### src/sv/msacs_pkg.sv
// Shared types and constants for the alignment column scorer.
// No dependencies; imported by every module of the block.
package msacs_pkg;

    // Default configuration of the block.
    localparam int DEF_MAX_SEQUENCES = 1024;
    localparam int DEF_MAX_COLUMNS   = 65536;
    localparam int DEF_ALPHABET_SIZE = 255;

    // Fixed field widths of the result request.
    localparam int SYM_W      = 8;
    localparam int DIST_W     = 11;
    localparam int PAIR_W     = 19;
    localparam int TOT_DIST_W = 27;
    localparam int TOT_PAIR_W = 35;

    // Reset value of the gap register (ASCII dash).
    localparam logic [SYM_W-1:0] GAP_RESET = 8'd45;

    // Saturation limits of the column fields and of the running totals.
    localparam logic [DIST_W-1:0]     DIST_FIELD_MAX = 11'd2047;
    localparam logic [PAIR_W-1:0]     PAIR_FIELD_MAX = 19'd524287;
    localparam logic [TOT_DIST_W:0]   TOT_DIST_MAX   = 28'd67108864;
    localparam logic [TOT_PAIR_W+1:0] TOT_PAIR_MAX   = 37'd34326183936;

    // Classification of one symbol, passed from front to back.
    typedef struct packed {
        logic in_alpha;   // symbol lies inside the alphabet
        logic drop;       // column already full, symbol is discarded
        logic col_end;    // last symbol of the column
        logic aln_end;    // last symbol of the alignment
        logic ovf;        // some symbol of this column was dropped
    } t_item_flags;

    localparam int FLAGS_W = $bits(t_item_flags);

endpackage

### src/sv/msacs_front.sv
// Front end of the column scorer: accepts symbols and classifies them.
// Tracks the position in the column. Depends on msacs_pkg.
module msacs_front import msacs_pkg::*; #(
    parameter int MAX_SEQUENCES = DEF_MAX_SEQUENCES,
    parameter int ALPHABET_SIZE = DEF_ALPHABET_SIZE,
    parameter int SW            = $clog2(MAX_SEQUENCES + 1)
) (
    input  logic              i_clk,
    input  logic              i_rst_n,
    input  logic              i_valid,
    input  logic [SYM_W-1:0]  i_symbol,
    input  logic              i_last_in_column,
    input  logic              i_last_in_alignment,
    input  logic              i_full,
    output logic              o_push,
    output logic [SYM_W-1:0]  o_sym,
    output logic [SW-1:0]     o_pos,
    output logic [SW-1:0]     o_n,
    output t_item_flags       o_flags
);

    logic [SW-1:0] r_pos;
    logic [SW-1:0] n_pos;
    logic          r_drop_seen;
    logic          n_drop_seen;
    logic          w_drop;

    // A request is taken whenever the queue has room.
    assign o_push = i_valid & ~i_full;
    assign w_drop = (r_pos >= SW'(MAX_SEQUENCES));

    // Classify the symbol and compute the column length after it.
    always_comb begin
        o_sym            = i_symbol;
        o_pos            = r_pos;
        o_n              = w_drop ? r_pos : r_pos + SW'(1);
        o_flags.in_alpha = (i_symbol < SYM_W'(ALPHABET_SIZE));
        o_flags.drop     = w_drop;
        o_flags.col_end  = i_last_in_column;
        o_flags.aln_end  = i_last_in_column & i_last_in_alignment;
        o_flags.ovf      = r_drop_seen | w_drop;
    end

    // Position and drop tracking restart at each column end.
    always_comb begin
        n_pos       = r_pos;
        n_drop_seen = r_drop_seen;
        if (o_push) begin
            if (i_last_in_column) begin
                n_pos       = '0;
                n_drop_seen = 1'b0;
            end else begin
                n_pos       = o_n;
                n_drop_seen = r_drop_seen | w_drop;
            end
        end
    end

    always_ff @(posedge i_clk) begin
        if (!i_rst_n) begin
            r_pos       <= '0;
            r_drop_seen <= 1'b0;
        end else begin
            r_pos       <= n_pos;
            r_drop_seen <= n_drop_seen;
        end
    end

endmodule

### config.mk
export PLATFORM = sky130hd
export DESIGN_NAME = msacs_front
export DESIGN_NICKNAME = d
export VERILOG_FILES = /design/src/sv/msacs_pkg.sv /design/src/sv/msacs_front.sv
export SDC_FILE = /design/constraint.sdc
export NUM_CORES = 1
export LEC_CHECK = 0
export BUFFER_PORTS_ARGS = -buffer_cell sky130_fd_sc_hd__buf_2
export CAP_MARGIN = 10
export CORE_UTILIZATION = 27
export CTS_CLUSTER_SIZE = 10
export DETAILED_ROUTE_END_ITERATION = 8
export PLACE_DENSITY_LB_ADDON = 0.25
export SLEW_MARGIN = 40
export SYNTH_ARGS = -nofsm -noshare
export SYNTH_HDL_FRONTEND = slang
export SYNTH_SLANG_ARGS = --single-unit
### constraint.sdc
create_clock -name i_clk -period 2.23 [get_ports i_clk]
set_input_delay 0.446 -clock i_clk [delete_from_list [all_inputs] [get_ports i_clk]]
set_output_delay 0.446 -clock i_clk [all_outputs]
set_load 0.05 [all_outputs]
# After elaboration in Yosys (flattened, before gate mapping)
# Cells that the tools add are included.
# word_totals
ff_bits	12
inputBits	14
output_inout_bits	36
wordCells	12
# op_classes
add_sub_neg	1
magnitude_cmp	2
mux	3
n_bitwise	4
# op_table
op	count
two-way mux 11 bit	2
adder 11 x 1 -> 11 bit, second input constant	1
greater-or-equal comparator 11 bit, second input constant	1
less-than comparator 8 bit, second input constant	1
AND 1 bit	2
two-way mux 1 bit	1
NOT 1 bit	1
bitwise OR 1 bit	1

# Depth between registers and ports, before layout
# logic_depth
ltp_word	3
depth_mapped	6
mapped_depth_nobuf	5

# Least setup slack after synthesis
# No wires, ideal clock.
# synth_timing
path_type	register to output
startpoint	reg r_pos[0] (netlist: o_pos[0])
endpoint	out o_n[6]
arrival_ns	2.271
required_time_ns	1.784
setup_slack_ns	-0.487
stages_incl_launch_ff	6
n_path_buf	1
path_cell_list	dfxtp_1 > ha_1 > and3b_1 > and3_1 > clkbuf_1 > xor2_1
# synth_between
elab_chain_len	2
elab_cells_between_ends	3
cone_classes	add/sub (1); order compare (1); mux (1)
# synth_lines
item	line_no	text
from (decl)	msacs_front.sv:22	logic [SW-1:0] r_pos;
from (signal assigned)	msacs_front.sv:64	r_pos <= n_pos;
adder 11 x 1 -> 11 bit / greater-or-equal comparator 11 bit (equally long branches)	msacs_front.sv:36, msacs_front.sv:30	
two-way mux 11 bit *	msacs_front.sv:36	o_n = w_drop ? r_pos : r_pos + SW'(1);
to (decl)	msacs_front.sv:18	output logic [SW-1:0] o_n,
# Every way passes the cells marked *; elsewhere a longest branch is shown, timed or not.

# Worst setup path in the final report
# layout_timing
startpoint	reg r_pos[0] (netlist: o_pos[0])
endpoint	out o_n[10]
# Same word-level chain as after synthesis.

==> impl_metrics.yaml <==
die:
  die_h_um: 59.5
  core-area_um2: 3100
  die_w_um: 59.5
  die_area_um2: 3540
  rows: 20
  io_pins: 50
  start_util_pct: 28.8
cells_and_area:
  final_cell_mix: "44 x buf_2, 8 x buf_4, 7 x nand2_1"
  area_growth_pct: 44.1
  final_layout_size_suffix_gt1_share_pct: 54.7
  fin_util_pct: 41.5
  seqCellArea_um2: 250
  layout_commonest_cell: "buf_2"
  nNetsFinal: 166
  nFillCells: 343
  multiInputGateArea_um2: 638
  insertedDiodeCount: 0
critical_path:
  cp-end-kind: "output pin"
  critPathMaxFanout: 5
  startpoint_type: "flip-flop"
  worstReg2RegStart: "o_pos[2]"
  critPathKind: "flip-flop to output pin"
  r2r_cells: 4
  crit_arrival_ns: 1.71
  crit_required_ns: 1.78
  r2r_end: "o_pos[9]"
  r2r_slack_ns: 0.62
hold_path:
  hp-start: "o_pos[3]"
  hp-class: "flip-flop to flip-flop"
  worstHoldPathCells: 2
  worst_hold_path.endpoint: "o_pos[3]"
synthesis:
  yosysSeqAreaShare_pct: 26.9
  synth_fp_nets: 125
  syn_inst: 109
  synth_seq_cells: 12
  syn_avg_cell_area_um2: 8.20
  ys_types: 35
  netlist_area_um2: 893
  yosysWarnings: 0
detailed_routing:
  wl_mm: 2.23
  ant_nets: 0
  routedWlPerCell_um: 11.6
  dr.pass1.iters: 2
  routed_via_density: 4.63
  num_vias: 889
  drcViolationCount: 0
  drt-initial-drc-count: 29
cts:
  cts.htree.levels: 1
  clkSinkCount: 12
  clk_latency_ns: 0.28
  clockRootBuffer: "clkbuf_4"
  cts_tree: "built"
  clock_path_buffers: 2
  numCtsBuffers: 3
  ctsHoldBuffers: 0
  clkTransAtPathRegs_ns: 0.08
sta:
  rsz0062_at_grt: "no"
  hold_viol: 0
  max_slew.worst_pin.slew_ns: 0.375
  min_period_over_period_pct: 96.6
  max-slew-margin-rel_pct: 74.9
  fin_worst_skew_ns: 0.00665
  fmax_mhz: 464
  drv_slew: 0
  finalCriticalPeriod_ns: 2.15
  finalSetupTns_ns: 0
  setup_violations: 0
global_route:
  grt_use_total_pct: 13.5
  grt_overflow_total: 0
  grt_max_degree: 15
  antenna_found_initial: 0
  grt_pass1_vias: 818
  grt_pass1_wl_mm: 3.61
place:
  post-dp-hpwl_mm: 1.70
  portBuffers: 49
  gp_congestion: 0.798
run:
  maxCapViolations: 0
pwr:
  power.density_nw_per_um2: 354
  leakagePower_nw: 0.614
  vdd_ir_drop_max_mv: 0.249
run_status:
  status: "finished clean"
registers in the layout, indices dropped and copies added (netlist names):
name,cells
r_drop_seen,1
o_pos,11
metrics by stage:
step	hold WS, ns	setup slack [ns]	total power [W]	instances	instance area, um2
finish	0.510	0.0765	0.000455	192	1290
global route	0.516	0.00804	0.000480	192	1290
CTS	0.515	0.0327	0.000461	190	1250
detailed placement	0.505	0.186	0.000322	187	1210
global placement	0.484	0.220	0.000321	187	1210
floorplan	0.470	0.0198	0.000303	109	1010
critical path: stages (launching register included):
cell and delay, ns:
dfxtp_4 0.35, ha_1 0.20, and3b_2 0.25, and3_4 0.22
a31o_2 0.25, buf_6 0.15
layer usage:
layer	global-route usage, %	up-vias	wire length [um]
met1	16.0	408	1020
met5	0	-	0
met4	2.99	0	8
met3	4.59	2	141
met2	23.6	33	1050
li1	-	446	-
Yosys cell counts:
| master | number | area share [%] |
|---|---|---|
| a31oi_1 | 1 | 0.70 |
| xnor2_1 | 6 | 5.9 |
| a21boi_0 | 2 | 1.7 |
| or4_1 | 1 | 0.84 |
| nor2_1 | 3 | 1.3 |
| dfxtp_1 | 12 | 27 |
| a21boi_1 | 3 | 2.5 |
| clkbuf_1 | 5 | 2.1 |
| and4b_1 | 1 | 1.1 |
| a22oi_1 | 3 | 2.5 |
| and3b_1 | 1 | 0.98 |
| a31o_2 | 1 | 0.98 |
| ha_1 | 2 | 2.8 |
| nor2b_1 | 4 | 2.8 |
| a2bb2oi_1 | 1 | 0.98 |
| nand3_1 | 2 | 1.1 |
| nand2_4 | 1 | 1.3 |
| nand4b_1 | 2 | 2.0 |
| a21oi_1 | 2 | 1.1 |
| buf_6 | 2 | 2.5 |
| xor2_1 | 3 | 2.9 |
| nand4_1 | 3 | 2.1 |
| inv_1 | 3 | 1.3 |
| and3_1 | 3 | 2.1 |
| nand2_1 | 7 | 2.9 |
| and2_1 | 2 | 1.4 |
| o211ai_1 | 1 | 0.84 |
| a41oi_1 | 3 | 2.9 |
| buf_4 | 11 | 9.2 |
| o21ai_0 | 6 | 3.4 |
| nand2b_1 | 3 | 2.1 |
| or3_1 | 5 | 3.5 |
| mux2_2 | 1 | 1.3 |
| buf_2 | 1 | 0.56 |
| or2_2 | 2 | 1.4 |
cells by family (layout without fill, tap and decap cells):
logic type | Yosys count | after routing | synth area share (%)
and+or+nand+nor | 40 | 40 | 26.9
AOI/OAI and AO/OA | 23 | 23 | 17.6
buffers and inverters | 22 | 61 | 15.7
DFF | 12 | 12 | 26.9
xor gates and xnor gates | 9 | 9 | 8.82
adders and majority gates | 2 | 2 | 2.80
muxes | 1 | 1 | 1.26
how the worst max path moves through the flow:
stage,from,endpoint,slack [ns],cells after the start
global route,o_pos[0],o_n[10],0.008,5
finish,o_pos[0],o_n[10],0.08,5
floorplan,o_pos[2],o_n[10],0.02,4
detailed placement,o_pos[0],o_n[10],0.19,5
CTS,o_pos[2],o_n[7],0.03,5
global placement,o_pos[0],o_n[10],0.22,5
cell type report:
class                   instances  area share (%)
clock buffers                   3            1.75
inverters                       3           0.875
multi-input cells              75            49.6
flip-flops and latches         12            19.4
well taps                      44            4.28
repair buffers                 55            24.1
power by group:
group / leakage (nW) / switching, W / internal [W]
sequential: 0.100 / 0.00000109 / 0.000214
combinational: 0.500 / 0.0000734 / 0.0000280
clock: 0.0138 / 0.0000760 / 0.0000626
what timing repair did:
action / 4_1_cts / 5_1_grt
gates resized for setup: 10 / 7
setup buffers: 0 / 2
endpoints found under the setup margin: 5 / 6
pin swaps: 0 / 1
Note: power is estimated with default switching activity, not from simulation.
