===== config.mk =====
export PLATFORM = sky130hd
export DESIGN_NAME = msacs_back
export DESIGN_NICKNAME = d
export VERILOG_FILES = /design/src/sv/msacs_pkg.sv /design/src/sv/msacs_back.sv
export SDC_FILE = /design/constraint.sdc
export NUM_CORES = 2
export LEC_CHECK = 0
export ABC_AREA = 0
export BUFFER_PORTS_ARGS = -buffer_cell sky130_fd_sc_hd__buf_2
export CAP_MARGIN = 10
export CORE_AREA = 5 5 452 899
export CTS_CLUSTER_SIZE = 8
export DETAILED_ROUTE_END_ITERATION = 8
export DIE_AREA = 0 0 457 904
export SYNTH_ARGS = -nofsm -noshare
export SYNTH_HDL_FRONTEND = slang
export SYNTH_SLANG_ARGS = --single-unit

===== constraint.sdc =====
create_clock -name i_clk -period 22 [get_ports i_clk]
set_clock_uncertainty 0.05 [all_clocks]
set_input_delay 0 -clock i_clk [delete_from_list [all_inputs] [get_ports i_clk]]
set_output_delay 0 -clock i_clk [all_outputs]
set_load 0.05 [all_outputs]

===== src/sv/msacs_pkg.sv =====
// Shared types and constants for the alignment column scorer.
// No dependencies; imported by every module of the block.
package msacs_pkg;

    // Default configuration of the block.
    localparam int DEF_MAX_SEQUENCES = 1024;
    localparam int DEF_MAX_COLUMNS   = 65536;
    localparam int DEF_ALPHABET_SIZE = 255;

    // Fixed field widths of the result request.
    localparam int SYM_W      = 8;
    localparam int DIST_W     = 11;
    localparam int PAIR_W     = 19;
    localparam int TOT_DIST_W = 27;
    localparam int TOT_PAIR_W = 35;

    // Reset value of the gap register (ASCII dash).
    localparam logic [SYM_W-1:0] GAP_RESET = 8'd45;

    // Saturation limits of the column fields and of the running totals.
    localparam logic [DIST_W-1:0]     DIST_FIELD_MAX = 11'd2047;
    localparam logic [PAIR_W-1:0]     PAIR_FIELD_MAX = 19'd524287;
    localparam logic [TOT_DIST_W:0]   TOT_DIST_MAX   = 28'd67108864;
    localparam logic [TOT_PAIR_W+1:0] TOT_PAIR_MAX   = 37'd34326183936;

    // Classification of one symbol, passed from front to back.
    typedef struct packed {
        logic in_alpha;   // symbol lies inside the alphabet
        logic drop;       // column already full, symbol is discarded
        logic col_end;    // last symbol of the column
        logic aln_end;    // last symbol of the alignment
        logic ovf;        // some symbol of this column was dropped
    } t_item_flags;

    localparam int FLAGS_W = $bits(t_item_flags);

endpackage


===== src/sv/msacs_back.sv =====
// Back end of the column scorer: histogram update, consensus tracking,
// column summary and running totals. Depends on msacs_pkg.
module msacs_back import msacs_pkg::*; #(
    parameter int MAX_COLUMNS   = DEF_MAX_COLUMNS,
    parameter int ALPHABET_SIZE = DEF_ALPHABET_SIZE,
    parameter int SW            = 11
) (
    input  logic                   i_clk,
    input  logic                   i_rst_n,
    input  logic [SYM_W-1:0]       i_gap,
    input  logic                   i_empty,
    input  logic [SYM_W-1:0]       i_sym,
    input  logic [SW-1:0]          i_pos,
    input  logic [SW-1:0]          i_n,
    input  t_item_flags            i_flags,
    output logic                   o_pop,
    input  logic                   i_out_stall,
    output logic                   o_out_valid,
    output logic [SYM_W-1:0]       o_consensus_symbol,
    output logic                   o_all_gap_column,
    output logic [DIST_W-1:0]      o_column_distance,
    output logic [PAIR_W-1:0]      o_column_pair_mismatches,
    output logic [TOT_DIST_W-1:0]  o_total_distance,
    output logic [TOT_PAIR_W-1:0]  o_total_pair_mismatches,
    output logic                   o_shape_error,
    output logic                   o_overflow,
    output logic                   o_end_of_alignment
);

    localparam int AW = $clog2(ALPHABET_SIZE);
    localparam int PW = 2 * SW;
    localparam int CW = $clog2(MAX_COLUMNS + 1);

    // Whole back pipeline moves when the output register can take a request.
    logic w_adv;
    assign w_adv = ~o_out_valid | ~i_out_stall;
    assign o_pop = w_adv & ~i_empty;

    // Histogram memory, valid bit per bin for the current column.
    logic [SW-1:0]      r_hist [ALPHABET_SIZE];
    logic [SW-1:0]      r_rd;
    logic               r_hvld [ALPHABET_SIZE];

    // Update stage registers.
    logic               r_b_valid;
    logic [SYM_W-1:0]   r_b_sym;
    logic [SW-1:0]      r_b_pos;
    logic [SW-1:0]      r_b_n;
    t_item_flags        r_b_flags;
    logic               r_fwd;
    logic [SW-1:0]      r_last_now;

    // Running per-column state.
    logic [SW-1:0]      r_best_cnt;
    logic [SYM_W-1:0]   r_best_sym;
    logic [PW-1:0]      r_acc;

    logic               w_wr;
    logic               w_head_wr;
    logic [AW-1:0]      w_addr;
    logic [AW-1:0]      w_head_addr;
    logic [SW-1:0]      w_prior;
    logic [SW-1:0]      w_now;
    logic [SW-1:0]      w_add;
    logic               w_better;
    logic [SW-1:0]      w_best_cnt;
    logic [SYM_W-1:0]   w_best_sym;
    logic [PW-1:0]      w_acc;

    assign w_wr        = r_b_valid & r_b_flags.in_alpha & ~r_b_flags.drop;
    assign w_head_wr   = i_flags.in_alpha & ~i_flags.drop;
    assign w_addr      = r_b_sym[AW-1:0];
    assign w_head_addr = i_sym[AW-1:0];

    // Count lookup with forwarding of the previous write to the same bin.
    always_comb begin
        if (r_fwd) begin
            w_prior = r_last_now;
        end else if (r_hvld[w_addr]) begin
            w_prior = r_rd;
        end else begin
            w_prior = '0;
        end
        w_now = w_prior + SW'(1);
        if (r_b_flags.drop) begin
            w_add = '0;
        end else if (r_b_flags.in_alpha) begin
            w_add = r_b_pos - w_prior;
        end else begin
            w_add = r_b_pos;
        end
        w_better = w_wr && (r_b_sym != i_gap) &&
                   ((w_now > r_best_cnt) ||
                    ((w_now == r_best_cnt) && (r_b_sym < r_best_sym)));
        w_best_cnt = w_better ? w_now : r_best_cnt;
        w_best_sym = w_better ? r_b_sym : r_best_sym;
        w_acc      = r_acc + PW'(w_add);
    end

    // Histogram write and registered read.
    always_ff @(posedge i_clk) begin
        if (w_adv && w_wr) begin
            r_hist[w_addr] <= w_now;
        end
    end

    always_ff @(posedge i_clk) begin
        if (w_adv) begin
            r_rd <= r_hist[w_head_addr];
        end
    end

    // Bin valid bits, all cleared at the column end.
    always_ff @(posedge i_clk) begin
        for (int i = 0; i < ALPHABET_SIZE; i++) begin
            if (!i_rst_n) begin
                r_hvld[i] <= 1'b0;
            end else if (w_adv && r_b_valid) begin
                if (r_b_flags.col_end) begin
                    r_hvld[i] <= 1'b0;
                end else if (w_wr && (w_addr == AW'(i))) begin
                    r_hvld[i] <= 1'b1;
                end
            end
        end
    end

    // Update stage load and forwarding flag.
    always_ff @(posedge i_clk) begin
        if (!i_rst_n) begin
            r_b_valid <= 1'b0;
            r_fwd     <= 1'b0;
        end else if (w_adv) begin
            r_b_valid <= ~i_empty;
            r_fwd     <= w_wr && w_head_wr && ~r_b_flags.col_end && (r_b_sym == i_sym);
        end
    end

    always_ff @(posedge i_clk) begin
        if (w_adv) begin
            r_b_sym    <= i_sym;
            r_b_pos    <= i_pos;
            r_b_n      <= i_n;
            r_b_flags  <= i_flags;
            r_last_now <= w_now;
        end
    end

    // Consensus and pair tracking within the column.
    always_ff @(posedge i_clk) begin
        if (!i_rst_n) begin
            r_best_cnt <= '0;
            r_best_sym <= GAP_RESET;
            r_acc      <= '0;
        end else if (w_adv && r_b_valid) begin
            if (r_b_flags.col_end) begin
                r_best_cnt <= '0;
                r_best_sym <= i_gap;
                r_acc      <= '0;
            end else begin
                r_best_cnt <= w_best_cnt;
                r_best_sym <= w_best_sym;
                r_acc      <= w_acc;
            end
        end
    end

    // Column summary register.
    logic               r_c_valid;
    logic [SW-1:0]      r_c_n;
    logic [SW-1:0]      r_c_best;
    logic [SYM_W-1:0]   r_c_sym;
    logic [PW-1:0]      r_c_pairs;
    logic               r_c_ovf;
    logic               r_c_aln;

    always_ff @(posedge i_clk) begin
        if (!i_rst_n) begin
            r_c_valid <= 1'b0;
        end else if (w_adv) begin
            r_c_valid <= r_b_valid & r_b_flags.col_end;
        end
    end

    always_ff @(posedge i_clk) begin
        if (w_adv) begin
            r_c_n     <= r_b_n;
            r_c_best  <= w_best_cnt;
            r_c_sym   <= w_best_sym;
            r_c_pairs <= w_acc;
            r_c_ovf   <= r_b_flags.ovf;
            r_c_aln   <= r_b_flags.aln_end;
        end
    end

    // Alignment-wide state: totals, sticky flags, column count.
    logic [TOT_DIST_W-1:0] r_tot_d;
    logic [TOT_PAIR_W-1:0] r_tot_p;
    logic                  r_err_shape;
    logic                  r_err_ovf;
    logic [CW-1:0]         r_cidx;
    logic [SW-1:0]         r_first;

    logic [SW-1:0]         w_dist;
    logic [TOT_DIST_W:0]   w_sum_d;
    logic [TOT_PAIR_W+1:0] w_sum_p;
    logic                  w_cidx_full;
    logic                  w_shape;
    logic                  w_ovf;
    logic [TOT_DIST_W-1:0] w_tot_d;
    logic [TOT_PAIR_W-1:0] w_tot_p;
    logic                  w_fin;

    assign w_fin = w_adv & r_c_valid;

    always_comb begin
        w_dist      = r_c_n - r_c_best;
        w_sum_d     = (TOT_DIST_W+1)'(r_tot_d) + (TOT_DIST_W+1)'(w_dist);
        w_sum_p     = (TOT_PAIR_W+2)'(r_tot_p) + (TOT_PAIR_W+2)'(r_c_pairs);
        w_tot_d     = (w_sum_d > TOT_DIST_MAX) ? TOT_DIST_W'(TOT_DIST_MAX)
                                               : TOT_DIST_W'(w_sum_d);
        w_tot_p     = (w_sum_p > TOT_PAIR_MAX) ? TOT_PAIR_W'(TOT_PAIR_MAX)
                                               : TOT_PAIR_W'(w_sum_p);
        w_cidx_full = (r_cidx >= CW'(MAX_COLUMNS));
        w_shape     = r_err_shape || (r_c_n < SW'(2)) ||
                      ((r_cidx != '0) && (r_c_n != r_first));
        w_ovf       = r_err_ovf | r_c_ovf | w_cidx_full;
    end

    always_ff @(posedge i_clk) begin
        if (!i_rst_n) begin
            r_tot_d     <= '0;
            r_tot_p     <= '0;
            r_err_shape <= 1'b0;
            r_err_ovf   <= 1'b0;
            r_cidx      <= '0;
            r_first     <= '0;
        end else if (w_fin) begin
            if (r_c_aln) begin
                r_tot_d     <= '0;
                r_tot_p     <= '0;
                r_err_shape <= 1'b0;
                r_err_ovf   <= 1'b0;
                r_cidx      <= '0;
                r_first     <= '0;
            end else begin
                r_tot_d     <= w_tot_d;
                r_tot_p     <= w_tot_p;
                r_err_shape <= w_shape;
                r_err_ovf   <= w_ovf;
                if (!w_cidx_full) begin
                    r_cidx <= r_cidx + CW'(1);
                end
                if (r_cidx == '0) begin
                    r_first <= r_c_n;
                end
            end
        end
    end

    // Output register.
    always_ff @(posedge i_clk) begin
        if (!i_rst_n) begin
            o_out_valid <= 1'b0;
        end else if (w_adv) begin
            o_out_valid <= r_c_valid;
        end
    end

    always_ff @(posedge i_clk) begin
        if (w_fin) begin
            o_all_gap_column         <= (r_c_best == '0);
            o_consensus_symbol       <= (r_c_best == '0) ? i_gap : r_c_sym;
            o_column_distance        <= (32'(w_dist) > 32'(DIST_FIELD_MAX)) ?
                                        DIST_FIELD_MAX : DIST_W'(w_dist);
            o_column_pair_mismatches <= (64'(r_c_pairs) > 64'(PAIR_FIELD_MAX)) ?
                                        PAIR_FIELD_MAX : PAIR_W'(r_c_pairs);
            o_total_distance         <= w_tot_d;
            o_total_pair_mismatches  <= w_tot_p;
            o_shape_error            <= w_shape;
            o_overflow               <= w_ovf;
            o_end_of_alignment       <= r_c_aln;
        end
    end

endmodule


Word level (Yosys, flattened, before mapping)
Memories as Yosys holds them, arrays and structs flattened. A register that Yosys moved wholly into a read port is not among the register bits.
Cells that the tools add are included.
{ "word_totals": {"elab_cells": 2924, "n_memories": 2, "ramBits": 3060, "out_inout_bits": 106, "reg_bits": 341, "in_bits": 47} }
{ "classes": {"mux": 1813, "bitwise": 525, "n_eq_ne": 259, "reduce_logical": 274, "add_sub_neg": 7, "magnitude_cmp": 7} }
{ "memory_table": {"columns": ["name", "depth", "width", "rd", "rd_ports_with_merged_regs", "write_ports", "line_no", "source"], "rows": [
  ["r_hist", 255, 11, 1, 1, 1, "msacs_back.sv:40", "logic [SW-1:0] r_hist [ALPHABET_SIZE];"],
  ["r_hvld", 255, 1, 1, 1, 255, "msacs_back.sv:42", "logic r_hvld [ALPHABET_SIZE];"]
]} }
{ "ops": {"columns": ["op", "count"], "rows": [
  ["$mux 1", 1794],
  ["$eq 8x8->1 const B", 127],
  ["$or 1x1->1", 513],
  ["$eq 8x7->1 const B", 64],
  ["$logic_and 1x1->1", 264],
  ["$eq 8x6->1 const B", 32],
  ["$eq 8x5->1 const B", 16],
  ["$mux 11", 8],
  ["$mux 35", 2],
  ["$eq 8x4->1 const B", 8],
  ["$mux 27", 2],
  ["$add 35x22->36", 1],
  ["$gt 36x35->1 const B", 1],
  ["$mux 17", 2],
  ["$eq 8x3->1 const B", 4],
  ["$mux 8", 4],
  ["$add 27x11->28", 1],
  ["$gt 28x27->1 const B", 1],
  ["$add 22x11->22", 1],
  ["$gt 22x19->1 const B", 1],
  ["$mux 22", 1],
  ["$sub 11x11->11", 2],
  ["$add 17x1->17 const B", 1],
  ["$ge 17x17->1 const B", 1],
  ["20 further kinds", 34]
]} }

Depth between registers and ports, before layout
{ "logic_depth": {"depth_word": 9, "depth_mapped": 35, "mapped_depth_nobuf": 31} }

Least setup slack after synthesis
OpenSTA, ideal clock, no wires.
{ "synth_timing": {"path_type": "reg2reg", "start": "reg with a tool-made name", "end": "reg r_best_cnt[6]", "setup_ps": 140, "path_buffers": 5, "required_ps": 21810, "arrival_ps": 21019, "stages_incl_launch_ff": 26, "synth_period_minus_slack_ps": 21209, "path_slack_ps": 791, "cell_sequence": "dfxtp_1 buf_6 buf_12 buf_12 mux4_2 a221oi_2 o21ai_1 or4_4 nand3_1 nor3b_1 a21oi_1 inv_1 ha_1 xnor2_1 ha_1 o21a_1 o21a_1 o21a_1 o21ai_0 a21oi_1 o41ai_1 a21oi_1 clkbuf_1 and2_1 buf_1 a22o_1"} }
{ "synth_rtl": {"columns": ["element", "line_no", "source"], "rows": [
  ["end signal: assignment", "msacs_back.sv:161", "r_best_cnt <= w_best_cnt;"],
  ["end: declaration", "msacs_back.sv:54", "logic [SW-1:0] r_best_cnt;"]
]} }

==> results.cfg <==
[status]
outcome = complete, but fails checks
violations = negative hold slack

[power]
p_leak_nw = 51.1
vdd_drop_max_uv = 66.9
powerDensity_nw_per_um2 = 94.2
total_power_mw = 15.0

[cts]
cts_tree = yes
clk_latency_ns = 0.96
cts_made_buffers = 470
path_clk_slew_ns = 0.06
cts_setup_buffers = 0
clock-sinks = 3420
clockRootBuffer = clkbuf_16
clock_path_buffers = 4
htreeDepth = 5
cts_resized = 0

[timing]
period_minus_slack_ns = 9.39
slew_viol_final = 0
rsz0062_at_grt = no
fmax_mhz = 106
tightest_slew_ns = 1.29
tns_ns = 0
setup_viol = 0
layout_setup_ws_ns = 12.61
maxSlewHeadroom_pct = 14.0
hold_violations = 2
fin_crit_sh_pct = 42.7
hold_slack_ns = -0.0327

[final_layout]
final_layout_size_suffix_gt1_share_pct = 24.9
seqCellArea_um2 = 101000
design_area_um2 = 160000
layout.cells.non_filler = 13100
area_growth_pct = 15.1
layout.nets = 7815
multi_input_area_um2 = 35400
fillCellCount = 35000
finish.utilization_pct = 40.0

[drt]
vias = 71200
route.detailed.drc = 0
wl_per_cell_um = 28.4
drt_iter0_markers = 6438
detail_route.first_pass.iterations = 6
postRouteAntennaNets = 0
wl_um = 370000
viasPerCell = 5.45

[floorplan]
core_area_um2 = 398000
pin_count = 153
die-area_um2 = 413000
die_x_um = 457
die_h_um = 904
rows = 328
initial_core_util_pct = 34.8

[worst_hold_path]
hold_class = in2reg

[synth]
yosysWarnings = 0
ys_seq_area_share_pct = 73.0
yosysUniqueCellTypes = 103
synthAdderAreaFrac_pct = 0.839
synth_top_family_by_area = multiplexers
async_flop_share_pct = 0
synth.mux.area_fraction_pct = 16.5
ys_seq_elements = 3420
synth-edff-count = 3274
synthFlopType = edfxtp_1
synth_simple_gate_area_share_pct = 3.99
postSynthAreaPerCell_um2 = 19.1
synth_nets = 7384
syn_inst = 7247
syn-cell-area_um2 = 139000
synth_xor_area_share_pct = 0.882
synth-compound-area-share_pct = 3.12

[place]
dpl_cell_area_um2 = 146000
port-buffer-count = 152
dp_slack_ns = 12.53
place_inst = 12400
gp_congestion = 0.879
hpwlAfterDp_um = 232000

[critical_path]
slowest_stage = o41ai_1
cp.arrival_ns = 10.05
cp_max_fo = 191
required_ns = 22.65
cpPeakStageDelay_ns = 0.81
cp-start-kind = flop
cp-end-kind = flop
critical-path-top-delay-family = compound AO/OA/AOI/OAI gates
r2r_end = r_c_pairs[21]$_DFFE_PN_
reg2reg_depth = 28
cp.depth = 28
path_class = reg2reg
crit_end = r_c_pairs[21]$_DFFE_PN_
rrSetupSlack_ns = 12.61
timing.critical_path.buf_inv = 4

[global_route]
track_usage_pct = 17.5
grt_pass1_vias = 75600
antenna_found_initial = 17
grt_first_pass_wirelength_um = 536000
grt_max_degree = 192
grt_overflow_total = 0

[flow_run]
maxCapViolCount = 0
## per-layer routing
metal  wire length, µm  share of wire (%)  vias up  global-route usage (%)
met3             18400                5.0      885                    2.32
met5                56              0.015        -                       0
li1                  -                  -    29900                       -
met4             27000                7.3        8                    10.9
met1            118000                 32    37700                    17.9
met2            206000                 56     2683                    33.6
## cells in the mapped netlist, drive strengths merged, types with 6 or more instances
cell,n,share of area (%)
edfxtp,3274,71
mux4,961,16
nor2,702,1.9
clkbuf,368,1.0
o21ai,355,1.3
nand2,231,0.63
dfxtp,146,2.1
buf,125,0.43
a21oi,86,0.32
mux2i,86,0.62
ha,85,0.77
inv,80,0.22
xor2,74,0.48
xnor2,63,0.40
nand3,53,0.19
a22oi,44,0.24
nand2b,41,0.20
and2,37,0.17
a22o,34,0.21
mux2,32,0.26
nor3,30,0.11
and3,27,0.12
a21o,26,0.14
nor2b,23,0.10
nor4,23,0.11
nand4,21,0.099
o211ai,18,0.10
a211oi,15,0.085
o21a,14,0.076
a31oi,13,0.074
o31ai,12,0.069
o21bai,10,0.054
or3,10,0.045
or4,10,0.057
nor3b,9,0.049
a211o,7,0.051
and4,7,0.044
o22ai,7,0.036
a21boi,6,0.032
nand3b,6,0.032
## final cells by class
| type | count | area share [%] |
|---|---|---|
| Sequential cell | 3420 | 63.5 |
| Multi-Input combinational cell | 3252 | 22.2 |
| Clock buffer | 537 | 7.56 |
| Tap cell | 5280 | 4.14 |
| Timing Repair Buffer | 452 | 2.14 |
| Clock inverter | 25 | 0.297 |
| Inverter | 82 | 0.196 |
| Antenna cell | 6 | 0.00941 |
## placed cells by master (no fill, tap or decap), types with 23 or more instances in the layout
cell type         n
edfxtp_1       3274
a22o_1           34
mux2_2           32
clkbuf_16       472
and3_1           27
and2_1           36
o21ai_0         347
a21o_1           26
mux4_2          950
nor2_1          692
xnor2_1          59
mux2i_1          86
nand2_1         210
a22oi_1          42
a21oi_1          81
ha_1             84
nor3_1           28
nor2b_1          23
xor2_1           71
dlygate4sd3_1    82
dfxtp_1         144
nand2b_1         39
nand3_1          45
clkbuf_1         65
buf_2           147
buf_4           201
inv_1            77
## how the worst min path moves through the flow
stage	from	to	slack (ns)	cells past startpoint
floorplan	i_empty	r_b_valid$_SDFFE_PN0N_	0.05	1
CTS	i_rst_n	r_best_sym[3]$_SDFFE_PN1P_	0.01	3
global placement	i_n[4]	r_b_n[4]$_DFFE_PN_	0.13	1
global route	i_sym[4]	r_b_sym[4]$_DFFE_PN_	0.05	2
detailed placement	i_pos[8]	r_b_pos[8]$_DFFE_PN_	0.13	1
finish	i_sym[1]	r_b_sym[1]$_DFFE_PN_	-0.03	2
## flip-flops by register name, indices dropped and copies added (netlist names), 8 cells and up, named ones only
name                      cells
r_hist                     2805
r_hvld                      255
o_total_pair_mismatches      35
r_tot_p                      35
o_total_distance             27
r_tot_d                      27
r_acc                        22
r_c_pairs                    22
o_column_pair_mismatches     19
r_cidx                       17
o_column_distance            11
r_b_n                        11
r_b_pos                      11
r_best_cnt                   11
r_c_best                     11
r_c_n                        11
r_first                      11
r_last_now                   11
r_rd                         11
o_consensus_symbol            8
r_b_sym                       8
r_best_sym                    8
r_c_sym                       8
## power by group
group	switching, mW	total (mW)	internal (mW)	leakage [nW]
logic	0.789	1.12	0.332	13.4
registers	0.0374	7.50	7.47	31.7
clock network	2.62	6.41	3.79	6.09
total	3.44	15.0	11.6	51.1
## timing repair
item                                    in CTS  in global routing
endpoints found under the setup margin       0                  0
endpoints found under the hold margin      126                  0
hold buffers                                82                  0
## cell families after synthesis
logic type      count (synthesis)
flops                        3420
compound gates                697
buf+inv                       575
mux                          1079
xor+xnor                      137
simple gates                 1249
fa+ha+maj                      90
Note: power is estimated with default switching activity, not from simulation.
