[config.mk]
export PLATFORM = sky130hd
export DESIGN_NAME = msacs_fifo
export DESIGN_NICKNAME = d
export VERILOG_FILES = /design/src/sv/msacs_pkg.sv /design/src/sv/msacs_fifo.sv
export SDC_FILE = /design/constraint.sdc
export NUM_CORES = 1
export LEC_CHECK = 0
export BUFFER_PORTS_ARGS = -buffer_cell sky130_fd_sc_hd__clkbuf_2
export CAP_MARGIN = 20
export CORE_AREA = 2 2 62 64
export CTS_BUF_LIST = sky130_fd_sc_hd__clkbuf_8
export DETAILED_ROUTE_END_ITERATION = 12
export DIE_AREA = 0 0 64 66
export SYNTH_ARGS = -nofsm -noshare
export SYNTH_HDL_FRONTEND = slang
export SYNTH_SLANG_ARGS = --single-unit
[constraint.sdc]
create_clock -name i_clk -period 1.4 [get_ports i_clk]
set_input_delay 0.14 -clock i_clk [delete_from_list [all_inputs] [get_ports i_clk]]
set_output_delay 0.14 -clock i_clk [all_outputs]
set_load 0.03 [all_outputs]
[src/sv/msacs_pkg.sv]
// Shared types and constants for the alignment column scorer.
// No dependencies; imported by every module of the block.
package msacs_pkg;

    // Default configuration of the block.
    localparam int DEF_MAX_SEQUENCES = 1024;
    localparam int DEF_MAX_COLUMNS   = 65536;
    localparam int DEF_ALPHABET_SIZE = 255;

    // Fixed field widths of the result request.
    localparam int SYM_W      = 8;
    localparam int DIST_W     = 11;
    localparam int PAIR_W     = 19;
    localparam int TOT_DIST_W = 27;
    localparam int TOT_PAIR_W = 35;

    // Reset value of the gap register (ASCII dash).
    localparam logic [SYM_W-1:0] GAP_RESET = 8'd45;

    // Saturation limits of the column fields and of the running totals.
    localparam logic [DIST_W-1:0]     DIST_FIELD_MAX = 11'd2047;
    localparam logic [PAIR_W-1:0]     PAIR_FIELD_MAX = 19'd524287;
    localparam logic [TOT_DIST_W:0]   TOT_DIST_MAX   = 28'd67108864;
    localparam logic [TOT_PAIR_W+1:0] TOT_PAIR_MAX   = 37'd34326183936;

    // Classification of one symbol, passed from front to back.
    typedef struct packed {
        logic in_alpha;   // symbol lies inside the alphabet
        logic drop;       // column already full, symbol is discarded
        logic col_end;    // last symbol of the column
        logic aln_end;    // last symbol of the alignment
        logic ovf;        // some symbol of this column was dropped
    } t_item_flags;

    localparam int FLAGS_W = $bits(t_item_flags);

endpackage

[src/sv/msacs_fifo.sv]
// Short queue between front and back of the column scorer.
// Generic data width; depends on msacs_pkg only for the default width FLAGS_W.
module msacs_fifo import msacs_pkg::*; #(
    parameter int W     = FLAGS_W,
    parameter int DEPTH = 4
) (
    input  logic         i_clk,
    input  logic         i_rst_n,
    input  logic         i_push,
    input  logic [W-1:0] i_data,
    input  logic         i_pop,
    output logic [W-1:0] o_data,
    output logic         o_empty,
    output logic         o_full
);

    localparam int AW = $clog2(DEPTH);

    logic [W-1:0]  r_mem [DEPTH];
    logic [AW-1:0] r_wr;
    logic [AW-1:0] r_rd;
    logic [AW:0]   r_cnt;

    assign o_empty = (r_cnt == '0);
    assign o_full  = (r_cnt == (AW+1)'(DEPTH));
    assign o_data  = r_mem[r_rd];

    // Storage is written at the tail only.
    always_ff @(posedge i_clk) begin
        if (i_push) begin
            r_mem[r_wr] <= i_data;
        end
    end

    // Pointers and fill count.
    always_ff @(posedge i_clk) begin
        if (!i_rst_n) begin
            r_wr  <= '0;
            r_rd  <= '0;
            r_cnt <= '0;
        end else begin
            if (i_push) begin
                r_wr <= (r_wr == AW'(DEPTH - 1)) ? '0 : r_wr + AW'(1);
            end
            if (i_pop) begin
                r_rd <= (r_rd == AW'(DEPTH - 1)) ? '0 : r_rd + AW'(1);
            end
            r_cnt <= r_cnt + (AW+1)'(i_push) - (AW+1)'(i_pop);
        end
    end

endmodule

# Word level (Yosys, flattened, before mapping)

Memory sizes are Yosys's and may differ from the RTL's. A register that Yosys moved wholly into a read port is not among the register bits.
Index checks and enable logic that the tools add are counted.

Multiplexer cells: 6
Reductions and logical operators: 1
Equal/unequal tests: 3
Add/subtract/negate cells: 4

Operators with widths:

| operator                                     | number |
|---|---|
| two-way mux 2 bit                            | 4 |
| adder 2 x 1 -> 2 bit (second input constant) | 2 |
| equality test 2 bit (second input constant)  | 2 |
| adder 3 x 1 -> 3 bit                         | 1 |
| equality test 3 bit (second input constant)  | 1 |
| zero test 3 bit                              | 1 |
| subtractor 3 x 1 -> 3 bit                    | 1 |
| two-way mux 1 bit                            | 2 |

Logic and storage cells: 18
Input bits: 9
Bits in registers: 7
Memories kept: 1
Memory bits (writable): 20

Memories:

| memory | words | bits a word | read ports | clocked after Yosys merged registers in | wr ports | line             | RTL |
|---|---|---|---|---|---|---|---|
| r_mem  | 4     | 5           | 1          | 1                                       | 1        | msacs_fifo.sv:19 | `logic [W-1:0] r_mem [DEPTH];` |

# Longest topological paths before layout

Gate-level depths: netlist (run 1).

Depth in word-level cells: 4
Mapped depth: 7
Gate-level depth less buffers: 7

# Worst setup path before layout (run 1)

Ideal clock, no wire load.

Path type: flip-flop to flip-flop
Start: register r_cnt[0]
End: register r_cnt[2]
Cell stages (with the launch flop): 8
Arrival time: 1.392 ns
Setup time: 0.116 ns
Buffers on the path: 0
Slack: -0.108 ns
Clock period less this slack: 1.508 ns
Required time: 1.284 ns
Cells stage by stage: dfxtp_1 inv_1 ha_1 inv_1 ha_1 fa_1 xor3_1 nor2_1

Cells in the longest elaborated chain, start to end: 2

Ends and longest elaborated chain:

| what                      | line             | RTL |
|---|---|---|
| from (decl)               | msacs_fifo.sv:22 | `logic [AW:0] r_cnt;` |
| from (signal assigned)    | msacs_fifo.sv:48 | `r_cnt <= r_cnt + (AW+1)'(i_push) - (AW+1)'(i_pop);` |
| adder 3 x 1 -> 3 bit      | msacs_fifo.sv:48 |  |
| subtractor 3 x 1 -> 3 bit | msacs_fifo.sv:48 |  |

Every way passes these cells.
A chain may end at the register's enable or synchronous reset.

==> results of run 1 <==
## metrics by stage
stage / util [%] / cell area, sq um / hold slack, ns / worst slack, ns / power [W]
2_1_floorplan: - / 1210 / 0.239 / -0.0516 / 0.00131
3_3_place_gp: 38.2 / 1360 / 0.361 / -0.0636 / 0.00139
3_5_place_dp: 38.2 / 1360 / 0.370 / -0.118 / 0.00142
4_1_cts: 42.1 / 1500 / 0.0762 / -0.170 / 0.00211
5_1_grt: 42.3 / 1500 / 0.0741 / -0.199 / 0.00221
6_report: 42.3 / 1500 / 0.0848 / -0.149 / 0.00209
## repair_timing
item | 4_1_cts | 5_1_grt
gates cloned | 0 | 0
endpoints found under the setup margin | 7 | 7
resized for setup | 13 | 5
pin swaps | 2 | 0
## per-layer routing
layer / vias to the layer above / global-route usage [%] / share of wire (%)
li1: 299 / - / -
met2: 18 / 18.0 / 52
met3: 5 / 5.45 / 7.6
met5: - / 0 / 0
met1: 305 / 9.75 / 39
met4: 0 / 5.71 / 1.8
## flip-flops by register name, summed over array words and instances (netlist names), named ones only
name and cells:
r_mem 20, r_cnt 3, r_rd 2, r_wr 2
## cell families after synthesis
logic type,Yosys count
and+or+nand+nor,15
muxes,7
AOI/OAI and AO/OA,2
DFF,29
adders and majority gates,8
xor gates and xnor gates,1
buffers and inverters,8
## worst register-to-register path, cell delays in order, from the launching register on
cell,delay [ns]
dfxtp_2,0.33
inv_2,0.05
ha_4,0.25
inv_2,0.04
ha_4,0.15
fa_2,0.33
xor3_1,0.19
nor2_1,0.04
## where the power goes
group          switching (W)  internal (W)
registers          0.0000385      0.000980
clock network       0.000311      0.000342
logic               0.000207      0.000211
total               0.000557       0.00153
## how the worst min path moves through the flow
| stage | depth (start not counted) | endpoint | startpoint | slack, ns |
|---|---|---|---|---|
| global placement | 1 | r_mem[0][2]$_DFFE_PP_ | i_data[2] | 0.36 |
| global route | 1 | r_mem[3][4]$_DFFE_PP_ | i_data[4] | 0.07 |
| CTS | 1 | r_mem[2][4]$_DFFE_PP_ | i_data[4] | 0.08 |
| finish | 1 | r_mem[0][0]$_DFFE_PP_ | i_data[0] | 0.08 |
| detailed placement | 1 | r_mem[0][0]$_DFFE_PP_ | i_data[0] | 0.37 |
| floorplan | 0 | r_mem[0][0]$_DFFE_PP_ | i_data[0] | 0.24 |
## synthesized netlist by cell type, drive strengths merged
cell	n	share of area (%)
nand2b	2	1.1
and3	1	0.53
or3b	2	1.5
buf	1	0.95
mux2i	2	1.7
nor2	3	0.95
xor3	1	2.0
edfxtp	20	51
nor3	1	0.42
and2	6	3.2
fa	1	1.7
a21oi	2	0.85
ha	7	7.4
inv	7	2.2
mux4	5	9.5
dfxtp	9	15
## placed cells by master, fill, tap and decap left out
cell type	count
buf_4	1
mux4_2	5
buf_8	5
dfxtp_1	7
nor2_1	3
buf_6	2
clkbuf_2	10
clkinvlp_4	1
nor3_1	1
dfxtp_2	2
or3b_1	2
mux2i_1	2
inv_1	5
fa_2	1
a21oi_1	2
ha_1	5
ha_4	2
edfxtp_1	20
nand2b_1	2
inv_2	2
xor3_1	1
and2_1	6
clkinv_2	2
clkbuf_8	5
and3_1	1
## cell type report
| cell class | instances | share of cell area [%] |
|---|---|---|
| Sequential cell | 29 | 52.1 |
| Timing Repair Buffer | 18 | 10.3 |
| Clock inverter | 3 | 1.17 |
| Multi-Input combinational cell | 33 | 26.1 |
| Inverter | 7 | 1.75 |
| Clock buffer | 5 | 4.58 |
| Tap cell | 48 | 4.00 |
==> metrics, run 1 <==
outcome finished, violations left; failing checks negative setup slack; register area 783 sq um; Pre-antenna DRT Iters 3; Final Skew around 0.0029 ns; Clock Latency Late Sink 0.28 ns; critical path depth 3; reg-to-reg endpoint r_cnt[2]$_SDFF_PN0_; Synth Area in Compound Gates 0.847%; syn nets 87; Core Region 3550 sq um; largest family of logic cells by synthesized area multiplexers; maximum clock rate 0.645 GHz; first-pass GRT wire length 3020 um; total of max-cap violations 0; Non-Filler Instances 143; Synth Area in Simple Gates 7.62%; Die X 64 um; Post-Syn Instances 70; Top-Level Pins 16; area of the multi-input gates ~390 sq um; adder-cell share of the synthesized area 9.10%; Yosys reg bits 29; R2R Path Start r_cnt[0]$_SDFF_PN0_; Slew @ Worst Pin 0.277 ns; power per standard cell area approximately 1400 nW/um^2; Post-DP HPWL 1340 um; crit path cell chain buf_6, mux4_2, buf_8; Seq/Total Area, Yosys 66.0%; Crit path max-delay family multiplexers; xor and xnor area share after synthesis 2.01%; Clock transition at path regs 0.06 ns; TritonCTS buffer count 5; CTS Sinks 29; Total GRT Usage about a tenth; final setup TNS -0.853 ns; CP endpoint o_data[2]; total number of vias 627; Pins Over Slew Limit 0; mux share of post-synthesis cell area 11.2%; grt ovf 0; Reg2Reg Setup Slack -0.08 ns; starting DRC count in detailed routing 17; Setup Viol. Count Final 7; CP Buf/Inv Count 2; port bufs 15; layout cells sized above 1 40.0%; Critical Path Sink Type output port; hold buffer count at CTS 0; Nets 111; Residual DRC 0; Pleak 0.580 nW; CTS tree built; WL per Instance 12.6 um; slowest stage delay, CP between 0.5 and 0.6 ns; Die H 66 um; Final Hold Violating Endpoints 0; Max clock buf depth 2; Peak VDD IR 0.979 mV; YS warnings 0; CP max FO 3; Setup CP Type reg -> out; vias in the first global route 662; CTS root buf clkbuf_8; Area growth syn-to-layout 27.1%; H-tree depth 2; RSZ-0062 raised after global routing yes; Placed Cells 135; setup bufs post-CTS 0; # rows 22; worst hold path class in -> reg; Die ar. 4220 sq um; routability congestion estimate 0.637; Mapped Avg Cell Area 16.9 sq um; Max-Slew Margin vs Limit 81.5%; Post-Route WL 1810 um; Arrival @ worst endpoint 1.41 ns; ANT nets after route 0; antenna violations before repair 0; Initial Utilization 33.3%; post-synthesis cell area 1180 sq um; ant diodes 0; fillers 322; startpoint types flop; Period Utilization, post-route 111%; WP data required ~1.3 ns; Via-to-Cell Ratio 4.38; CP max-delay cell mux4_2; largest net degree at the start of global routing 11; post-synth cell types 16; worst setup margin -0.149 ns; min Tclk post-route 1.55 ns; Worst Reg2Reg Path Length in Cells 7
(Power assumes the default switching activity.)
==> run 2, diff against run 1 <==
--- a/config.mk
+++ b/config.mk
@@ -7,10 +7,13 @@
 export LEC_CHECK = 0
 export BUFFER_PORTS_ARGS = -buffer_cell sky130_fd_sc_hd__clkbuf_2
 export CAP_MARGIN = 20
+export CELL_PAD_IN_SITES_DETAIL_PLACEMENT = 0
+export CELL_PAD_IN_SITES_GLOBAL_PLACEMENT = 1
 export CORE_AREA = 2 2 62 64
 export CTS_BUF_LIST = sky130_fd_sc_hd__clkbuf_8
 export DETAILED_ROUTE_END_ITERATION = 12
 export DIE_AREA = 0 0 64 66
+export PLACE_DENSITY_LB_ADDON = 0.1
 export SYNTH_ARGS = -nofsm -noshare
 export SYNTH_HDL_FRONTEND = slang
 export SYNTH_SLANG_ARGS = --single-unit
==> run 2 against run 1 <==
Against the previous run: the run still ends with negative setup slack left; setup slack lost 0.0043 ns; first-iteration DRC count is 65% lower; via count is 0.32% lower; critical path depth stayed put; fmax is 0.28% lower; utilization down 0.21 points; sequential cell count did not move; clock skew grew 0.0025 ns; sequential share of layout area up 0.26 points.
==> metrics, run 2 (same netlist as run 1, synthesis figures left out) <==
outcome finished, violations left; failing checks negative setup slack; Die H 66 um (unchanged); most frequent cells in the layout edfxtp_1, clkbuf_2, dfxtp_1, and2_1; RSZ-0062 raised after global routing yes; WP data required 1.26 ns (about the same); Peak VDD IR 0.678 mV (-31%); Final Skew 0.00534 ns (+0.00247 ns); top flop regs r_mem x20, r_cnt x3; Pleak 0.575 nW (-0.77%); Max-Slew Margin vs Limit 80.4% (-1.1 points); grt ovf 0 (unchanged); Max clock buf depth 2 (unchanged); Initial Utilization 33.3% (unchanged); Residual DRC 0 (unchanged); power per standard cell area 1380 nW/um^2 (-0.75%); layout cells sized above 1 37.2% (-2.8 points); Core Region 3550 sq um (unchanged); ANT nets after route 0 (unchanged); maximum clock rate 0.644 GHz (-0.28%); Total GRT Usage 10.3% (unchanged); antenna violations before repair 0 (unchanged); Die ar. 4220 sq um (unchanged); TritonCTS buffer count 5 (unchanged); routability congestion estimate 0.686 (+7.7%); WL per Instance 12.8 um (+1.0%); Nets 110 (-0.90%); Logic pwr share 20.1% (about the same); min Tclk post-route 1.55 ns (+0.00434 ns); Critical Path Sink Type output port; Clock Latency Late Sink 0.28 ns (about the same); CP max FO 5 (+2); Setup CP Type reg -> out; Pre-antenna DRT Iters 2 (-1); post-route cell area 1500 sq um (-0.50%); worst setup margin -0.154 ns (-0.00434 ns); Setup Viol. Count Final 7 (unchanged); worst hold path class in -> reg; Switching Fraction 26.2% (-0.42 points); Post-Route WL 1810 um (+0.33%); clock power share 30.5% (-0.8 points); max reg flops 20 (unchanged); port bufs 15 (unchanged); Pins Over Slew Limit 0 (unchanged); Clock transition at path regs 0.06 ns (about the same); most common cell after layout, fill and taps aside edfxtp_1; vias in the first global route 651 (-1.7%); Non-Filler Instances 142 (-0.70%); startpoint types flop; Period Utilization, post-route 111% (+0.31 points); sequential fraction of design power 49.4% (+0.6 points); Area growth syn-to-layout 26.5%; H-tree depth 2 (unchanged); Die X 64 um (unchanged); starting DRC count in detailed routing 6 (-11); Post-DP HPWL 1350 um (+0.35%); Net Sw Power 0.000541 W (-2.8%); largest net degree at the start of global routing 10 (-1); Slew @ Worst Pin 0.294 ns (+0.0165 ns); first-pass GRT wire length 3050 um (+1.1%); ant diodes 0 (unchanged); Biggest register r_mem; Placed Cells 134 (-0.74%); P_int 0.00152 W (-0.68%); DP Area 1360 sq um (+0.37%); hold buffer count at CTS 0 (unchanged); total number of vias 625 (-0.32%); Top-Level Pins 16 (unchanged); # rows 22 (unchanged); Via-to-Cell Ratio 4.40 (+0.38%); CTS root buf clkbuf_8; CTS tree built; Arrival @ worst endpoint 1.41 ns (about the same); CTS Sinks 29 (unchanged); Final Hold Violating Endpoints 0 (unchanged); total of max-cap violations 0 (unchanged); DP Worst Slack -0.0998 ns (+0.0184 ns)
## run 2: power groups by stage
stage / registers, W / clock network, W / logic (W)
2_1_floorplan: 0.00102 / 0 / 0.000284
3_3_place_gp: 0.00104 / 0 / 0.000372
3_5_place_dp: 0.00104 / 0 / 0.000380
4_1_cts: 0.00102 / 0.000654 / 0.000411
5_1_grt: 0.00103 / 0.000703 / 0.000451
6_report: 0.00102 / 0.000630 / 0.000414
## run 2: path summary, 6_finish.rpt
path	depth (start not counted)	to	slack, ns	startpoint
worst min-delay path	1	r_mem[1][3]$_DFFE_PP_	0.08	i_data[3]
worst max register to register	7	r_cnt[2]$_SDFF_PN0_	-0.07	r_cnt[0]$_SDFF_PN0_
worst min register to register	2	flop	0.51	r_rd[0]$_SDFFE_PN0P_
worst max-delay path	3	o_data[1]	-0.15	flop
## run 2: final cells by class
type	instances	area, sq um
clock buffer	5	68.8
clock inverter	3	12.5
fill	324	2060
inverter	7	26.3
multi-input combinational	33	392
sequential	29	783
tap	48	60.1
timing repair buffer	17	153
## run 2: repair_timing
| action | in CTS | in global routing |
|---|---|---|
| setup buffers | 0 | 0 |
| pin swaps | 2 | 0 |
| endpoints found under the hold margin | 0 | 0 |
| gates resized for setup | 11 | 5 |
| setup endpoints to repair | 7 | 7 |
## run 2: per-stage QoR
stage               total power [W]  setup TNS [ns]  hold slack, ns  utilization, %
global placement            0.00141          -0.127           0.359            38.4
CTS                         0.00209          -0.961          0.0802            41.9
floorplan                   0.00131         -0.0920           0.239               -
global route                0.00218           -1.15          0.0832            42.1
finish                      0.00206          -0.816          0.0838            42.1
detailed placement          0.00142          -0.170           0.370            38.4
## run 2: worst max-delay path: stages (launching register included)
cell,delay [ns]
dfxtp_2,0.34
buf_12,0.12
mux4_2,0.53
buf_8,0.16
## run 2: metal layers
layer | GRT usage, % | routed length (um) | up-vias
met5 | 0 | 0 | -
li1 | - | - | 297
met2 | 17.1 | 941 | 13
met1 | 11.0 | 742 | 308
met4 | 7.34 | 50 | 0
met3 | 3.75 | 79 | 7
==> run 3, diff against run 2 <==
--- a/config.mk
+++ b/config.mk
@@ -14,6 +14,7 @@
 export DETAILED_ROUTE_END_ITERATION = 12
 export DIE_AREA = 0 0 64 66
 export PLACE_DENSITY_LB_ADDON = 0.1
+export SKIP_CTS_REPAIR_TIMING = 1
 export SYNTH_ARGS = -nofsm -noshare
 export SYNTH_HDL_FRONTEND = slang
 export SYNTH_SLANG_ARGS = --single-unit
==> run 3 against run 2 <==
Against the previous run: the flow still finishes with violations (negative setup slack); clock skew about the same; utilization decreased by 0.53 points; power decreased by 0.81%; routed wire length decreased by 0.83%; sequential power about the same; clock power about the same; first-iteration DRC count increased by 17%; sequential share of layout area increased by 0.67 points; combinational power decreased by 4%; register-to-register slack about the same; fmax increased by 0.74%.
==> metrics, run 3 (same netlist as run 1, synthesis figures left out) <==
first-pass GRT wire length 3010 um (-1.3%); Final Skew 0.00548 ns (+0.000141 ns); top flop regs r_mem x20, r_cnt x3; Clock Latency Late Sink 0.28 ns (about the same); Core Util, Final 41.6% (-0.53 points); Max-Slew Margin vs Limit 81.3% (+0.88 points); Critical Path Sink Type output port; worst hold path class in -> reg; total number of vias 622 (-0.48%); startpoint types flop; Core Region 3550 sq um (unchanged); starting DRC count in detailed routing 7 (+1); post-route cell area 1480 sq um (-1.3%); max reg flops 20 (unchanged); register area 783 sq um (unchanged); layout cells sized above 1 37.2% (unchanged); CTS root buf clkbuf_8; Post-Route WL 1800 um (-0.83%); Die H 66 um (unchanged); min Tclk post-route 1.54 ns (-0.0114 ns); outcome finished, violations left; Area growth syn-to-layout 24.9%; maximum clock rate 0.648 GHz (+0.74%); Biggest register r_mem; WP data required 1.26 ns (about the same); Slew @ Worst Pin 0.281 ns (-0.0132 ns); grt ovf 0 (unchanged); ant diodes 0 (unchanged); RSZ-0062 raised after global routing yes; power per standard cell area 1390 nW/um^2 (+0.45%); CP max FO 5 (unchanged); Die X 64 um (unchanged); Peak VDD IR 0.678 mV (about the same); antenna violations before repair 0 (unchanged); Arrival @ worst endpoint 1.40 ns (about the same); most frequent cells in the layout edfxtp_1, clkbuf_2, dfxtp_1, and2_1; met1 GRT Util 10.8% (-0.11 points); worst setup margin -0.142 ns (+0.0114 ns); met2 GRT Util 16.7% (-0.39 points); Total GRT Usage 10.2% (-0.15 points); WL per Instance 12.7 um (-0.83%); routability congestion estimate 0.686 (unchanged); final setup TNS -0.762 ns (+0.0539 ns); Post-DP HPWL 1350 um (unchanged); CTS tree built; largest net degree at the start of global routing 10 (unchanged); Setup CP Type reg -> out; fillers 328 (+1.2%); Die ar. 4220 sq um (unchanged); Via-to-Cell Ratio 4.38 (-0.48%); Pre-antenna DRT Iters 4 (+2); gr busiest metal met2; Final Hold Violating Endpoints 0 (unchanged); Setup Viol. Count Final 7 (unchanged); vias in the first global route 641 (-1.5%); # rows 22 (unchanged); Pleak 0.568 nW (-1.2%); CTS Sinks 29 (unchanged); TritonCTS buffer count 5 (unchanged); port bufs 15 (unchanged); Residual DRC 0 (unchanged); Pins Over Slew Limit 0 (unchanged); area of the multi-input gates 392 sq um (unchanged); failing checks negative setup slack; Initial Utilization 33.3% (unchanged); Clock transition at path regs 0.06 ns (about the same); total of max-cap violations 0 (unchanged); DP Area 1360 sq um (unchanged); most common cell after layout, fill and taps aside edfxtp_1; Max clock buf depth 2 (unchanged); ANT nets after route 0 (unchanged); Nets 110 (unchanged); H-tree depth 2 (unchanged); Period Utilization, post-route 110% (-0.81 points); met3 Usage GRT 3.75% (unchanged); Top-Level Pins 16 (unchanged)
[run 3: cell types whose count changed in the layout (fill, tap and decap cells not counted)]
cell / before / now
buf_8: 5 / 0
buf_6: 0 / 5
[run 3: final cells by class]
| cell class | instances | area share, % |
|---|---|---|
| well taps | 48 | 4.07 |
| multi-input cells | 33 | 26.5 |
| repair buffers | 17 | 9.07 |
| flip-flops and latches | 29 | 53.1 |
| clock buffers | 5 | 4.66 |
| inverters | 7 | 1.78 |
| clock inverters | 3 | 0.847 |
[run 3: layer usage]
metal / up-vias / part of all wire (%)
li1: 299 / -
met1: 303 / 41
met2: 13 / 52
met3: 7 / 4.3
met4: 0 / 2.8
met5: - / 0
[run 3: worst paths after layout]
check / startpoint / end / slack (ns) / cells after the start
setup / recovery: flop / o_data[1] / -0.14 / 3
hold / removal: i_data[2] / r_mem[1][2]$_DFFE_PP_ / 0.09 / 1
setup reg to reg: r_cnt[0]$_SDFF_PN0_ / r_cnt[2]$_SDFF_PN0_ / -0.07 / 7
hold reg to reg: r_rd[0]$_SDFFE_PN0P_ / flop / 0.51 / 2
[run 3: through the flow]
step	std cells	hold WS (ns)	setup WS [ns]	total power, W
6_report	142	0.0859	-0.142	0.00205
5_1_grt	142	0.0853	-0.185	0.00216
4_1_cts	142	0.0802	-0.222	0.00206
3_5_place_dp	134	0.370	-0.0998	0.00142
3_3_place_gp	134	0.359	-0.0746	0.00141
2_1_floorplan	70	0.239	-0.0516	0.00131
[run 3: critical path: stages (launching register included)]
cell and delay (ns):
dfxtp_2 0.34, buf_12 0.12, mux4_2 0.52, buf_6 0.16
[run 3: where the power goes]
group | leakage [nW] | switching (W) | total (W) | internal, W
sequential | 0.259 | 0.0000389 | 0.00102 | 0.000980
combinational | 0.267 | 0.000202 | 0.000398 | 0.000195
clock | 0.0430 | 0.000296 | 0.000630 | 0.000333
